==> config.mk <==
export PLATFORM = sky130hd
export DESIGN_NAME = haptic_audio_report_framer
export DESIGN_NICKNAME = d
export VERILOG_FILES = /design/src/rtl/harf_pkg.sv /design/src/rtl/harf_dp.sv /design/src/rtl/harf_ctrl.sv /design/src/rtl/haptic_audio_report_framer.sv
export SDC_FILE = /design/constraint.sdc
export NUM_CORES = 2
export LEC_CHECK = 0
export ABC_AREA = 1
export BUFFER_PORTS_ARGS = -buffer_cell sky130_fd_sc_hd__buf_2
export CORE_AREA = 4 4 452 454
export CTS_CLUSTER_DIAMETER = 30
export DETAILED_ROUTE_END_ITERATION = 12
export DIE_AREA = 0 0 456 458
export HOLD_SLACK_MARGIN = 0.03
export PLACE_DENSITY = 0.64
export RECOVER_POWER = 50
export SLEW_MARGIN = 20
export SYNTH_ARGS = -nofsm -noshare
export SYNTH_HDL_FRONTEND = slang
export SYNTH_SLANG_ARGS = --single-unit
export TNS_END_PERCENT = 20
==> constraint.sdc <==
create_clock -name clk -period 7.8 [get_ports clk]
set_input_delay 1.17 -clock clk [delete_from_list [all_inputs] [get_ports clk]]
set_output_delay 1.17 -clock clk [all_outputs]
set_load 0.01 [all_outputs]
==> src/rtl/harf_pkg.sv <==
// Shared constants, types and the CRC byte function of the haptic report framer.
`default_nettype none
package harf_pkg;

    localparam int FRAME_BYTES_DEF  = 64;
    localparam int REPORT_BYTES_DEF = 142;
    localparam int OUTPUT_RATE      = 3000;

    localparam int RATE_W   = 18;
    localparam int GAIN_W   = 16;
    localparam int SAMPLE_W = 16;
    localparam int CFG_W    = 18;
    localparam int WORD_W   = 64;

    localparam int PH_W    = $clog2(OUTPUT_RATE);
    localparam int PHASE_W = RATE_W + 1;
    localparam int SUM_W   = SAMPLE_W + PH_W + 1;
    localparam int NUM_W   = SUM_W + GAIN_W + 1;
    localparam int Q_W     = 8;

    localparam longint DEN          = longint'(OUTPUT_RATE) * 256;
    localparam longint D2           = DEN * 256;
    localparam longint CLAMP_HI     = 32767 * DEN;
    localparam longint CLAMP_LO_MAG = 32768 * DEN;
    localparam int     X_W          = $clog2(CLAMP_LO_MAG + D2) + 1;

    // D2 = 375 * 2^19: shift out the power of two, then multiply by the
    // reciprocal of the odd part, exact for every dividend below 2^17
    localparam int     DIV_PRE  = 19;
    localparam int     DIV_ODD  = int'(D2 >> DIV_PRE);
    localparam int     RECIP_SH = 25;
    localparam int     RECIP_W  = 17;
    localparam logic [RECIP_W-1:0] RECIP_M =
        RECIP_W'(((longint'(1) << RECIP_SH) + DIV_ODD - 1) / DIV_ODD);

    localparam logic CFG_IDX_RATE = 1'b0;
    localparam logic CFG_IDX_GAIN = 1'b1;

    localparam logic [RATE_W-1:0] RATE_RESET = RATE_W'(48000);
    localparam logic [GAIN_W-1:0] GAIN_RESET = GAIN_W'(256);

    localparam logic [7:0]  REPORT_ID  = 8'h32;
    localparam logic [7:0]  SUB_HEADER = 8'h12 | 8'h80;
    localparam logic [7:0]  CRC_PREFIX = 8'hA2;
    localparam logic [31:0] CRC_POLY   = 32'hEDB88320;
    localparam logic [31:0] CRC_ONES   = 32'hFFFFFFFF;
    localparam logic [3:0]  SEQ_MASK   = 4'hF;

    function automatic logic [31:0] crc_byte(input logic [31:0] c, input logic [7:0] b);
        logic [31:0] r;
        r = c ^ {24'h0, b};
        for (int k = 0; k < 8; k++)
        begin
            r = r[0] ? (CRC_POLY ^ (r >> 1)) : (r >> 1);
        end
        return r;
    endfunction

    localparam logic [31:0] CRC_SEED = crc_byte(CRC_ONES, CRC_PREFIX);

    typedef struct packed {
        logic accept;
        logic start_b;
        logic phase_sub;
        logic phase_add;
        logic chan;
        logic mul1;
        logic mul2;
        logic absq;
        logic div_step;
        logic push;
        logic rpt_start;
        logic rpt_rd;
        logic rpt_byte;
        logic load_out;
        logic rpt_finish;
    } harf_cmd_t;

    typedef struct packed {
        logic in_action;
        logic in_chunk_end;
        logic have_prev;
        logic count_zero;
        logic phase_lt;
        logic frame_full_next;
        logic chunk_end;
        logic word_done;
        logic word_end;
        logic out_free;
    } harf_sts_t;

endpackage
`default_nettype wire

==> src/rtl/harf_dp.sv <==
// Datapath: resampler state, quantizer, frame memory, CRC and output word register.
`default_nettype none
module harf_dp #(
    parameter int FRAME_BYTES  = harf_pkg::FRAME_BYTES_DEF,
    parameter int REPORT_BYTES = harf_pkg::REPORT_BYTES_DEF
) (
    input  wire logic                                 clk,
    input  wire logic                                 rst_n,
    input  wire logic                                 cfg_we,
    input  wire logic                                 cfg_index,
    input  wire logic [harf_pkg::CFG_W-1:0]           cfg_data,
    input  wire logic                                 action,
    input  wire logic signed [harf_pkg::SAMPLE_W-1:0] left_sample,
    input  wire logic signed [harf_pkg::SAMPLE_W-1:0] right_sample,
    input  wire logic                                 chunk_end,
    input  wire logic                                 out_stall,
    input  wire harf_pkg::harf_cmd_t                  cmd,
    output harf_pkg::harf_sts_t                       sts,
    output logic                                      out_valid,
    output logic [harf_pkg::WORD_W-1:0]               report_word,
    output logic [3:0]                                bytes_valid,
    output logic                                      report_end
);

    localparam int AW    = $clog2(FRAME_BYTES);
    localparam int CNT_W = $clog2(FRAME_BYTES + 1);
    localparam int IDX_W = $clog2(REPORT_BYTES);
    localparam int CMP_W = (IDX_W > CNT_W) ? IDX_W : CNT_W;
    localparam int Y_W   = harf_pkg::X_W - harf_pkg::DIV_PRE;
    localparam int P_W   = Y_W + harf_pkg::RECIP_W;
    localparam logic [IDX_W-1:0] CRC_START = IDX_W'(REPORT_BYTES - 4);
    localparam logic [IDX_W-1:0] LAST_IDX  = IDX_W'(REPORT_BYTES - 1);
    localparam logic [IDX_W-1:0] HDR_LEN   = IDX_W'(4);
    localparam logic [CNT_W-1:0] FULL_M1   = CNT_W'(FRAME_BYTES - 1);
    localparam logic [harf_pkg::X_W-1:0] HALF_X = harf_pkg::X_W'(harf_pkg::D2 / 2);
    localparam logic [harf_pkg::X_W-1:0] HI_X   = harf_pkg::X_W'(harf_pkg::CLAMP_HI);
    localparam logic [harf_pkg::X_W-1:0] LO_X   = harf_pkg::X_W'(harf_pkg::CLAMP_LO_MAG);
    localparam logic signed [harf_pkg::NUM_W-1:0] HI_N =
        harf_pkg::NUM_W'(harf_pkg::CLAMP_HI);
    localparam logic signed [harf_pkg::NUM_W-1:0] LO_N =
        harf_pkg::NUM_W'(-harf_pkg::CLAMP_LO_MAG);

    logic [harf_pkg::RATE_W-1:0] rate_reg;
    logic [harf_pkg::GAIN_W-1:0] gain_reg;
    logic [harf_pkg::PHASE_W-1:0] phase_reg;
    logic signed [harf_pkg::SAMPLE_W-1:0] prev_l_reg, prev_r_reg;
    logic signed [harf_pkg::SAMPLE_W-1:0] a_l_reg, a_r_reg, b_l_reg, b_r_reg;
    logic have_prev_reg, ce_reg;
    logic signed [harf_pkg::SUM_W-1:0] sum_reg, sum_next;
    logic signed [harf_pkg::NUM_W-1:0] num_reg, num_next;
    logic [harf_pkg::X_W-1:0] x_reg, x_next;
    logic [Y_W-1:0] y_div;
    logic [P_W-1:0] recip_prod;
    logic neg_reg, neg_next;
    logic [harf_pkg::Q_W-1:0] q_reg, qbyte;
    logic [7:0] mem [FRAME_BYTES];
    logic [7:0] mem_rd_reg;
    logic [CNT_W-1:0] count_reg;
    logic [3:0] seq_reg;
    logic [31:0] crc_reg, crc_out;
    logic [IDX_W-1:0] idx_reg, pidx, cidx;
    logic [harf_pkg::WORD_W-1:0] wbuf_reg;
    logic [3:0] wlen_reg;
    logic wend_reg;
    logic out_valid_reg;
    logic [harf_pkg::WORD_W-1:0] out_word_reg;
    logic [3:0] out_len_reg;
    logic out_end_reg;
    logic [harf_pkg::RATE_W-1:0] step;
    logic [harf_pkg::PH_W-1:0] ph;
    logic signed [harf_pkg::SAMPLE_W-1:0] sa, sb;
    logic signed [harf_pkg::PH_W:0] w_a, w_b;
    logic [7:0] rbyte;
    logic out_free;

    assign step = (rate_reg < harf_pkg::RATE_W'(harf_pkg::OUTPUT_RATE)) ?
                  harf_pkg::RATE_W'(harf_pkg::OUTPUT_RATE) : rate_reg;
    assign ph   = phase_reg[harf_pkg::PH_W-1:0];
    assign sa   = cmd.chan ? a_r_reg : a_l_reg;
    assign sb   = cmd.chan ? b_r_reg : b_l_reg;
    assign w_a  = $signed((harf_pkg::PH_W+1)'(harf_pkg::OUTPUT_RATE) - {1'b0, ph});
    assign w_b  = $signed({1'b0, ph});

    always_comb
    begin
        sum_next = harf_pkg::SUM_W'(sa) * harf_pkg::SUM_W'(w_a)
                 + harf_pkg::SUM_W'(sb) * harf_pkg::SUM_W'(w_b);
        num_next = sum_reg * $signed({1'b0, gain_reg});
        if (num_reg > HI_N)
        begin
            x_next   = HI_X + HALF_X;
            neg_next = 1'b0;
        end
        else if (num_reg < LO_N)
        begin
            x_next   = LO_X + HALF_X;
            neg_next = 1'b1;
        end
        else if (num_reg < 0)
        begin
            x_next   = harf_pkg::X_W'(-num_reg) + HALF_X;
            neg_next = 1'b1;
        end
        else
        begin
            x_next   = harf_pkg::X_W'(num_reg) + HALF_X;
            neg_next = 1'b0;
        end
    end

    // divide the rounded magnitude by the fixed scale: shift, then reciprocal multiply
    assign y_div      = x_reg[harf_pkg::X_W-1:harf_pkg::DIV_PRE];
    assign recip_prod = P_W'(y_div) * P_W'(harf_pkg::RECIP_M);
    assign qbyte      = neg_reg ? (~q_reg + 8'd1) : (q_reg[7] ? 8'd127 : q_reg);

    // report byte for the current index
    assign pidx    = idx_reg - HDR_LEN;
    assign cidx    = idx_reg - CRC_START;
    assign crc_out = ~crc_reg;

    always_comb
    begin
        if (idx_reg >= CRC_START)
            rbyte = crc_out[8*cidx[1:0] +: 8];
        else if (idx_reg == IDX_W'(0))
            rbyte = harf_pkg::REPORT_ID;
        else if (idx_reg == IDX_W'(1))
            rbyte = {seq_reg, 4'h0};
        else if (idx_reg == IDX_W'(2))
            rbyte = harf_pkg::SUB_HEADER;
        else if (idx_reg == IDX_W'(3))
            rbyte = 8'(FRAME_BYTES);
        else if (CMP_W'(pidx) < CMP_W'(count_reg))
            rbyte = mem_rd_reg;
        else
            rbyte = 8'h00;
    end

    assign out_free = !out_valid_reg || !out_stall;

    always_ff @(posedge clk)
    begin
        if (cmd.push)
            mem[count_reg[AW-1:0]] <= qbyte;
        if (cmd.rpt_rd)
            mem_rd_reg <= mem[pidx[AW-1:0]];
    end

    always_ff @(posedge clk or negedge rst_n)
    begin
        if (!rst_n)
        begin
            rate_reg      <= harf_pkg::RATE_RESET;
            gain_reg      <= harf_pkg::GAIN_RESET;
            phase_reg     <= '0;
            prev_l_reg    <= '0;
            prev_r_reg    <= '0;
            have_prev_reg <= 1'b0;
            count_reg     <= '0;
            seq_reg       <= '0;
            crc_reg       <= harf_pkg::CRC_ONES;
            out_valid_reg <= 1'b0;
            idx_reg       <= '0;
        end
        else
        begin
            if (cfg_we)
            begin
                unique case (cfg_index)
                    harf_pkg::CFG_IDX_RATE: rate_reg <= cfg_data[harf_pkg::RATE_W-1:0];
                    harf_pkg::CFG_IDX_GAIN: gain_reg <= cfg_data[harf_pkg::GAIN_W-1:0];
                    default: ;
                endcase
            end
            if (cmd.accept && !action)
            begin
                prev_l_reg    <= left_sample;
                prev_r_reg    <= right_sample;
                have_prev_reg <= !chunk_end;
            end
            if (cmd.phase_sub)
                phase_reg <= phase_reg - harf_pkg::PHASE_W'(harf_pkg::OUTPUT_RATE);
            else if (cmd.phase_add)
                phase_reg <= phase_reg + harf_pkg::PHASE_W'(step);
            if (cmd.push)
                count_reg <= count_reg + CNT_W'(1);
            if (cmd.rpt_start)
            begin
                idx_reg <= '0;
                crc_reg <= harf_pkg::CRC_SEED;
            end
            else if (cmd.rpt_byte)
            begin
                idx_reg <= idx_reg + IDX_W'(1);
                if (idx_reg < CRC_START)
                    crc_reg <= harf_pkg::crc_byte(crc_reg, rbyte);
            end
            if (cmd.rpt_finish)
            begin
                count_reg <= '0;
                seq_reg   <= (seq_reg + 4'd1) & harf_pkg::SEQ_MASK;
                crc_reg   <= harf_pkg::CRC_ONES;
            end
            if (cmd.load_out)
                out_valid_reg <= 1'b1;
            else if (!out_stall)
                out_valid_reg <= 1'b0;
        end
    end

    // payload registers
    always_ff @(posedge clk)
    begin
        if (cmd.accept)
        begin
            ce_reg  <= chunk_end;
            b_l_reg <= left_sample;
            b_r_reg <= right_sample;
            a_l_reg <= have_prev_reg ? prev_l_reg : left_sample;
            a_r_reg <= have_prev_reg ? prev_r_reg : right_sample;
        end
        if (cmd.start_b)
        begin
            a_l_reg <= b_l_reg;
            a_r_reg <= b_r_reg;
        end
        if (cmd.mul1)
            sum_reg <= sum_next;
        if (cmd.mul2)
            num_reg <= num_next;
        if (cmd.absq)
        begin
            x_reg   <= x_next;
            neg_reg <= neg_next;
        end
        if (cmd.div_step)
            q_reg <= recip_prod[harf_pkg::RECIP_SH +: harf_pkg::Q_W];
        if (cmd.rpt_start)
            wbuf_reg <= '0;
        else if (cmd.rpt_byte)
        begin
            wbuf_reg[8*idx_reg[2:0] +: 8] <= rbyte;
            wlen_reg <= {1'b0, idx_reg[2:0]} + 4'd1;
            wend_reg <= (idx_reg == LAST_IDX);
        end
        else if (cmd.load_out)
            wbuf_reg <= '0;
        if (cmd.load_out)
        begin
            out_word_reg <= wbuf_reg;
            out_len_reg  <= wlen_reg;
            out_end_reg  <= wend_reg;
        end
    end

    always_comb
    begin
        sts.in_action       = action;
        sts.in_chunk_end    = chunk_end;
        sts.have_prev       = have_prev_reg;
        sts.count_zero      = (count_reg == '0);
        sts.phase_lt        = phase_reg < harf_pkg::PHASE_W'(harf_pkg::OUTPUT_RATE);
        sts.frame_full_next = (count_reg == FULL_M1);
        sts.chunk_end       = ce_reg;
        sts.word_done       = (idx_reg[2:0] == 3'd7) || (idx_reg == LAST_IDX);
        sts.word_end        = wend_reg;
        sts.out_free        = out_free;
    end

    assign out_valid   = out_valid_reg;
    assign report_word = out_word_reg;
    assign bytes_valid = out_len_reg;
    assign report_end  = out_end_reg;

endmodule
`default_nettype wire

==> src/rtl/harf_ctrl.sv <==
// Controller state machine: sequences intervals, quantization and report emission.
`default_nettype none
module harf_ctrl (
    input  wire logic                clk,
    input  wire logic                rst_n,
    input  wire logic                in_valid,
    output logic                     in_stall,
    input  wire harf_pkg::harf_sts_t sts,
    output harf_pkg::harf_cmd_t      cmd
);

    typedef enum logic [10:0] {
        ST_IDLE     = 11'b00000000001,
        ST_INT_CHK  = 11'b00000000010,
        ST_Q_MUL1   = 11'b00000000100,
        ST_Q_MUL2   = 11'b00000001000,
        ST_Q_ABS    = 11'b00000010000,
        ST_Q_DIV    = 11'b00000100000,
        ST_Q_PUSH   = 11'b00001000000,
        ST_PUSHED   = 11'b00010000000,
        ST_RPT_RD   = 11'b00100000000,
        ST_RPT_BYTE = 11'b01000000000,
        ST_RPT_WORD = 11'b10000000000
    } state_t;

    state_t state_reg, state_next;
    logic chan_reg, chan_next;
    logic ivl_b_reg, ivl_b_next;
    logic flush_reg, flush_next;

    assign in_stall = (state_reg != ST_IDLE);

    always_comb
    begin
        state_next = state_reg;
        chan_next  = chan_reg;
        ivl_b_next = ivl_b_reg;
        flush_next = flush_reg;
        cmd        = '0;
        cmd.chan   = chan_reg;
        unique case (state_reg)
            ST_IDLE:
            begin
                if (in_valid)
                begin
                    cmd.accept = 1'b1;
                    if (sts.in_action)
                    begin
                        if (!sts.count_zero)
                        begin
                            flush_next    = 1'b1;
                            cmd.rpt_start = 1'b1;
                            state_next    = ST_RPT_RD;
                        end
                    end
                    else if (sts.have_prev)
                    begin
                        ivl_b_next = 1'b0;
                        state_next = ST_INT_CHK;
                    end
                    else if (sts.in_chunk_end)
                    begin
                        ivl_b_next = 1'b1;
                        state_next = ST_INT_CHK;
                    end
                end
            end
            ST_INT_CHK:
            begin
                if (sts.phase_lt)
                begin
                    chan_next  = 1'b0;
                    state_next = ST_Q_MUL1;
                end
                else
                begin
                    cmd.phase_sub = 1'b1;
                    if (!ivl_b_reg && sts.chunk_end)
                    begin
                        cmd.start_b = 1'b1;
                        ivl_b_next  = 1'b1;
                    end
                    else
                        state_next = ST_IDLE;
                end
            end
            ST_Q_MUL1:
            begin
                cmd.mul1   = 1'b1;
                state_next = ST_Q_MUL2;
            end
            ST_Q_MUL2:
            begin
                cmd.mul2   = 1'b1;
                state_next = ST_Q_ABS;
            end
            ST_Q_ABS:
            begin
                cmd.absq   = 1'b1;
                state_next = ST_Q_DIV;
            end
            ST_Q_DIV:
            begin
                cmd.div_step = 1'b1;
                state_next   = ST_Q_PUSH;
            end
            ST_Q_PUSH:
            begin
                cmd.push = 1'b1;
                if (sts.frame_full_next)
                begin
                    flush_next    = 1'b0;
                    cmd.rpt_start = 1'b1;
                    state_next    = ST_RPT_RD;
                end
                else
                    state_next = ST_PUSHED;
            end
            ST_PUSHED:
            begin
                if (!chan_reg)
                begin
                    chan_next  = 1'b1;
                    state_next = ST_Q_MUL1;
                end
                else
                begin
                    cmd.phase_add = 1'b1;
                    state_next    = ST_INT_CHK;
                end
            end
            ST_RPT_RD:
            begin
                cmd.rpt_rd = 1'b1;
                state_next = ST_RPT_BYTE;
            end
            ST_RPT_BYTE:
            begin
                cmd.rpt_byte = 1'b1;
                state_next   = sts.word_done ? ST_RPT_WORD : ST_RPT_RD;
            end
            ST_RPT_WORD:
            begin
                if (sts.out_free)
                begin
                    cmd.load_out = 1'b1;
                    if (sts.word_end)
                    begin
                        cmd.rpt_finish = 1'b1;
                        state_next     = flush_reg ? ST_IDLE : ST_PUSHED;
                    end
                    else
                        state_next = ST_RPT_RD;
                end
            end
            default:
                state_next = ST_IDLE;
        endcase
    end

    always_ff @(posedge clk or negedge rst_n)
    begin
        if (!rst_n)
        begin
            state_reg <= ST_IDLE;
            chan_reg  <= 1'b0;
            ivl_b_reg <= 1'b0;
            flush_reg <= 1'b0;
        end
        else
        begin
            state_reg <= state_next;
            chan_reg  <= chan_next;
            ivl_b_reg <= ivl_b_next;
            flush_reg <= flush_next;
        end
    end

endmodule
`default_nettype wire

==> src/rtl/haptic_audio_report_framer.sv <==
// Top level of the haptic audio report framer: controller plus datapath.
// Input channel (in_valid / in_stall): one request is a stereo frame push
//   (action 0) or a flush of the partial frame (action 1). in_stall is high
//   whenever the block is busy; a request is taken only in the idle state.
// Output channel (out_valid / out_stall): one request is a report word of up
//   to eight bytes, first byte in the low bits; report_end marks the word that
//   holds the last CRC byte. A full report is ceil(REPORT_BYTES/8) words.
// Sequencing: the block takes no new request until a push or flush is done;
//   each output byte goes through the shared quantizer (two multiply
//   stages, a clamp stage, a reciprocal multiply by the fixed scale, the
//   frame memory write). A report is built byte by byte from the frame
//   memory, each byte read and then placed in the word being built; each
//   full word is then loaded into the output register.
// The output word sits in its own register: the next word is built while the
//   receiver stalls, and the block waits only when a second word is ready.
// Reset: configuration returns to 48000 Hz and unity gain; phase, held sample,
//   frame fill, sequence clear; CRC set to all ones. Frame memory is not cleared.
// Configuration writes (cfg_we) take effect at once; write only when idle.
`default_nettype none
module haptic_audio_report_framer #(
    parameter int FRAME_BYTES  = harf_pkg::FRAME_BYTES_DEF,
    parameter int REPORT_BYTES = harf_pkg::REPORT_BYTES_DEF
) (
    input  wire logic                                 clk,
    input  wire logic                                 rst_n,
    input  wire logic                                 cfg_we,
    input  wire logic                                 cfg_index,
    input  wire logic [harf_pkg::CFG_W-1:0]           cfg_data,
    input  wire logic                                 in_valid,
    output logic                                      in_stall,
    input  wire logic                                 action,
    input  wire logic signed [harf_pkg::SAMPLE_W-1:0] left_sample,
    input  wire logic signed [harf_pkg::SAMPLE_W-1:0] right_sample,
    input  wire logic                                 chunk_end,
    output logic                                      out_valid,
    input  wire logic                                 out_stall,
    output logic [harf_pkg::WORD_W-1:0]               report_word,
    output logic [3:0]                                bytes_valid,
    output logic                                      report_end
);

    // command and status between sequencer and datapath
    harf_pkg::harf_cmd_t cmd;
    harf_pkg::harf_sts_t sts;

    harf_ctrl u_ctrl (
        .clk      (clk),
        .rst_n    (rst_n),
        .in_valid (in_valid),
        .in_stall (in_stall),
        .sts      (sts),
        .cmd      (cmd)
    );

    harf_dp #(
        .FRAME_BYTES  (FRAME_BYTES),
        .REPORT_BYTES (REPORT_BYTES)
    ) u_dp (
        .clk          (clk),
        .rst_n        (rst_n),
        .cfg_we       (cfg_we),
        .cfg_index    (cfg_index),
        .cfg_data     (cfg_data),
        .action       (action),
        .left_sample  (left_sample),
        .right_sample (right_sample),
        .chunk_end    (chunk_end),
        .out_stall    (out_stall),
        .cmd          (cmd),
        .sts          (sts),
        .out_valid    (out_valid),
        .report_word  (report_word),
        .bytes_valid  (bytes_valid),
        .report_end   (report_end)
    );

endmodule
`default_nettype wire

==> out/results.ini <==
[layout]
num-fill-cells = 18582
fin_nets = 10058
seq_area_um2 = 28000
largest_reg_flops = 512
drive_gt1_share_pct = 9.24
area_growth_pct = 14.8
multiInputGateArea_um2 = 43900

[logic_synthesis]
synth_top_family_by_area = adder cells
synth_compound_area_share_pct = 7.70
synth_seq_cells = 976
netlist_instances = 8394
ys_warn_count = 0
yosysSeqAreaShare_pct = 35.1
netlist_area_um2 = 79700
synth_top_cell_area_share_pct = 28.6
ys.flop_type = edfxtp_1
synth_area_leader_cell = edfxtp_1
synthXorXnorAreaFrac_pct = 1.88
ys_types = 69
synthTopCellsByArea = edfxtp_1 29%, fa_1 25%, inv_1 8.4%
synth.most_common_cell = inv_1
yosys-top-cells-count = 1782 x inv_1, 1322 x nand2_1, 980 x fa_1, 817 x nor2_1, 760 x edfxtp_1
synthAdderAreaFrac_pct = 31.0
synth_mux_area_share_pct = 0.184
avgSynthCellArea_um2 = 9.49
synth_simple_gate_area_share_pct = 13.9
synth-edff-count = 760
synthArstFlopShare_pct = 15.6
synth_nets = 9840

[global_route]
grt_pass1_wl_um = 353000
gr-usage-all-layers_pct = 21.4
use_met2_pct = 35.5
grt_max_degree = 96
antenna_found_initial = 5
grt_pass1_vias = 62540
overflow = 0
grt_util_met3_pct = 3.71
top_usage_layer = met2
met1_usage_pct = 27.8

[timing]
final_hold_viol_count = 0
timing.setup.tns_ps = 0
final.min_clock_period_ps = 7510
max_freq_ghz = 0.133
fin_skew_ps = 82.0
relSlewSlack_pct = -289
min_period_over_period_pct = 96.3
finalMaxSlewViolations = 867
worst_pin_slew_ps = 5840
setup_viol = 0

[critical_path]
critPathLaunchType = flop
crit_path_frequent_cell = fa_1
rrSetupSlack_ps = 290
r2r-end = u_dp.sum_reg[27]$_DFFE_PP_
cp-end-kind = flop
timing.rr.start = u_dp.phase_reg[4]$_DFFE_PN0P_
critical_path_required_ps = 8340
cpPeakStageDelay_ps = 560
crit_start = u_dp.phase_reg[4]$_DFFE_PN0P_
reg2reg_depth = 32
crit_type = flop to flop
crit_fanout = 8
worstPathArrival_ps = 8050
worst_path_max_delay_cell = fa_1

[hold_path]
hp-class = flop to flop
holdPathEnd = u_dp.bytes_valid[0]$_DFFE_PP_
holdPathStages = 0
holdCritStartpoint = u_dp.wlen_reg[0]$_DFFE_PP_

[route]
vias = 59082
drc = 0
ant_nets = 0
vias_per_cell = 5.16
dr.pass1.iters = 6
drtIter0Drc = 4963
route.detailed.wl_per_inst_um = 19.4
totalWireLength_um = 222000

[die]
ios = 129
die_h_um = 458
dieArea_um2 = 209000
core-area_um2 = 200000
die_w_um = 456
rows = 164
initial_utilization_pct = 39.9

[status]
status = finished with violations
violations = max-capacitance violations, max-slew violations

[clock_network]
cts_buffer_depth = 3
holdBufCountCts = 0
root_buffer = clkbuf_16
clk_latency_ps = 850
cts_tree = yes
clkSlewWorstSetupHoldPaths_ps = 50
clock-sinks = 976
h-tree-depth = 4
cts_buffers = 203

[run]
max_cap_viol_count = 16

[place]
gp_congestion = 0.935
port_buffers = 128
dp_hpwl_um = 165000

[placed cells by master (no fill, tap or decap), types with 42 or more instances in the layout]
cell       netlist  final
o21ai_0        475    465
fa_1           980    977
a21oi_1        223    214
xor2_1         101    101
buf_4            2    191
nor3_1          68     67
nand2_2         36     42
nand3_1        271    269
xnor2_1         70     70
ha_1           408    403
dfrtp_1        111    107
inv_1         1782   1784
o221ai_1       135    135
nand2_1       1322   1316
clkbuf_16        0    204
clkbuf_1       294    133
dfxtp_1         64     64
edfxtp_1       760    760
nor2_1         817    812
[what timing repair did]
| action | in CTS | in global routing |
|---|---|---|
| buffers inserted | 0 | 7 |
| gates resized for setup | 4 | 59 |
| pin swaps | 0 | 10 |
| endpoints found under the setup margin | 4 | 13 |
| hold endpoints to repair | 0 | 0 |
[metal layers]
layer / vias up / routed length [um]
met5: - / 13
met4: 2 / 8390
met3: 432 / 14800
met2: 2045 / 107000
met1: 29657 / 92100
li1: 26946 / -
[through the flow]
| stage | util (%) | instance area, um^2 | hold WS [ps] | worst slack (ps) | instances |
|---|---|---|---|---|---|
| after floorplan | - | 79700 | 400 | 67.1 | 8394 |
| after global placement | 42.1 | 84100 | 404 | 115 | 11056 |
| after detailed placement | 42.1 | 84100 | 405 | -69.4 | 11056 |
| after CTS | 45.8 | 91400 | 419 | 1.91 | 11443 |
| after global routing | 45.8 | 91400 | 425 | -114 | 11453 |
| final | 45.8 | 91400 | 419 | 286 | 11453 |
[worst max-delay path, delay by kind of cell (launching register included)]
family | cells | cell delay (ps)
adder cells (fa/ha/maj) | 9 | 4120
buffers and inverters | 11 | 1140
AND/OR/NAND/NOR | 6 | 600
AO/OA/AOI/OAI | 4 | 570
flip-flops | 1 | 430
XOR/XNOR | 2 | 350
[worst max path at each step]
stage	slack (ps)	end	cells after the start
2_1_floorplan	70	u_dp.sum_reg[27]$_DFFE_PP_	26
3_3_place_gp	120	u_dp.sum_reg[25]$_DFFE_PP_	38
3_5_place_dp	-70	u_dp.sum_reg[23]$_DFFE_PP_	31
4_1_cts	2	u_dp.sum_reg[26]$_DFFE_PP_	32
5_1_grt	-110	u_dp.sum_reg[25]$_DFFE_PP_	38
6_report	290	u_dp.sum_reg[27]$_DFFE_PP_	32
[final cells by class]
type	count	share of cell area [%]
multi-input cells	5274	48.0
flip-flops and latches	976	30.6
inverters	1817	7.47
clock buffers	231	5.80
well taps	2656	3.63
repair buffers	340	2.25
clock inverters	156	2.23
diodes	3	0.00821
[cell families after synthesis]
kind of cell	Yosys count
AOI/OAI and AO/OA	1038
DFF	976
adders and majority gates	1388
and+or+nand+nor	2664
xor gates and xnor gates	171
buffers and inverters	2144
muxes	13
Power is left out: the tool's default activity adds up to more than one toggle a clock period on the data nets, which glitch-free logic cannot reach.
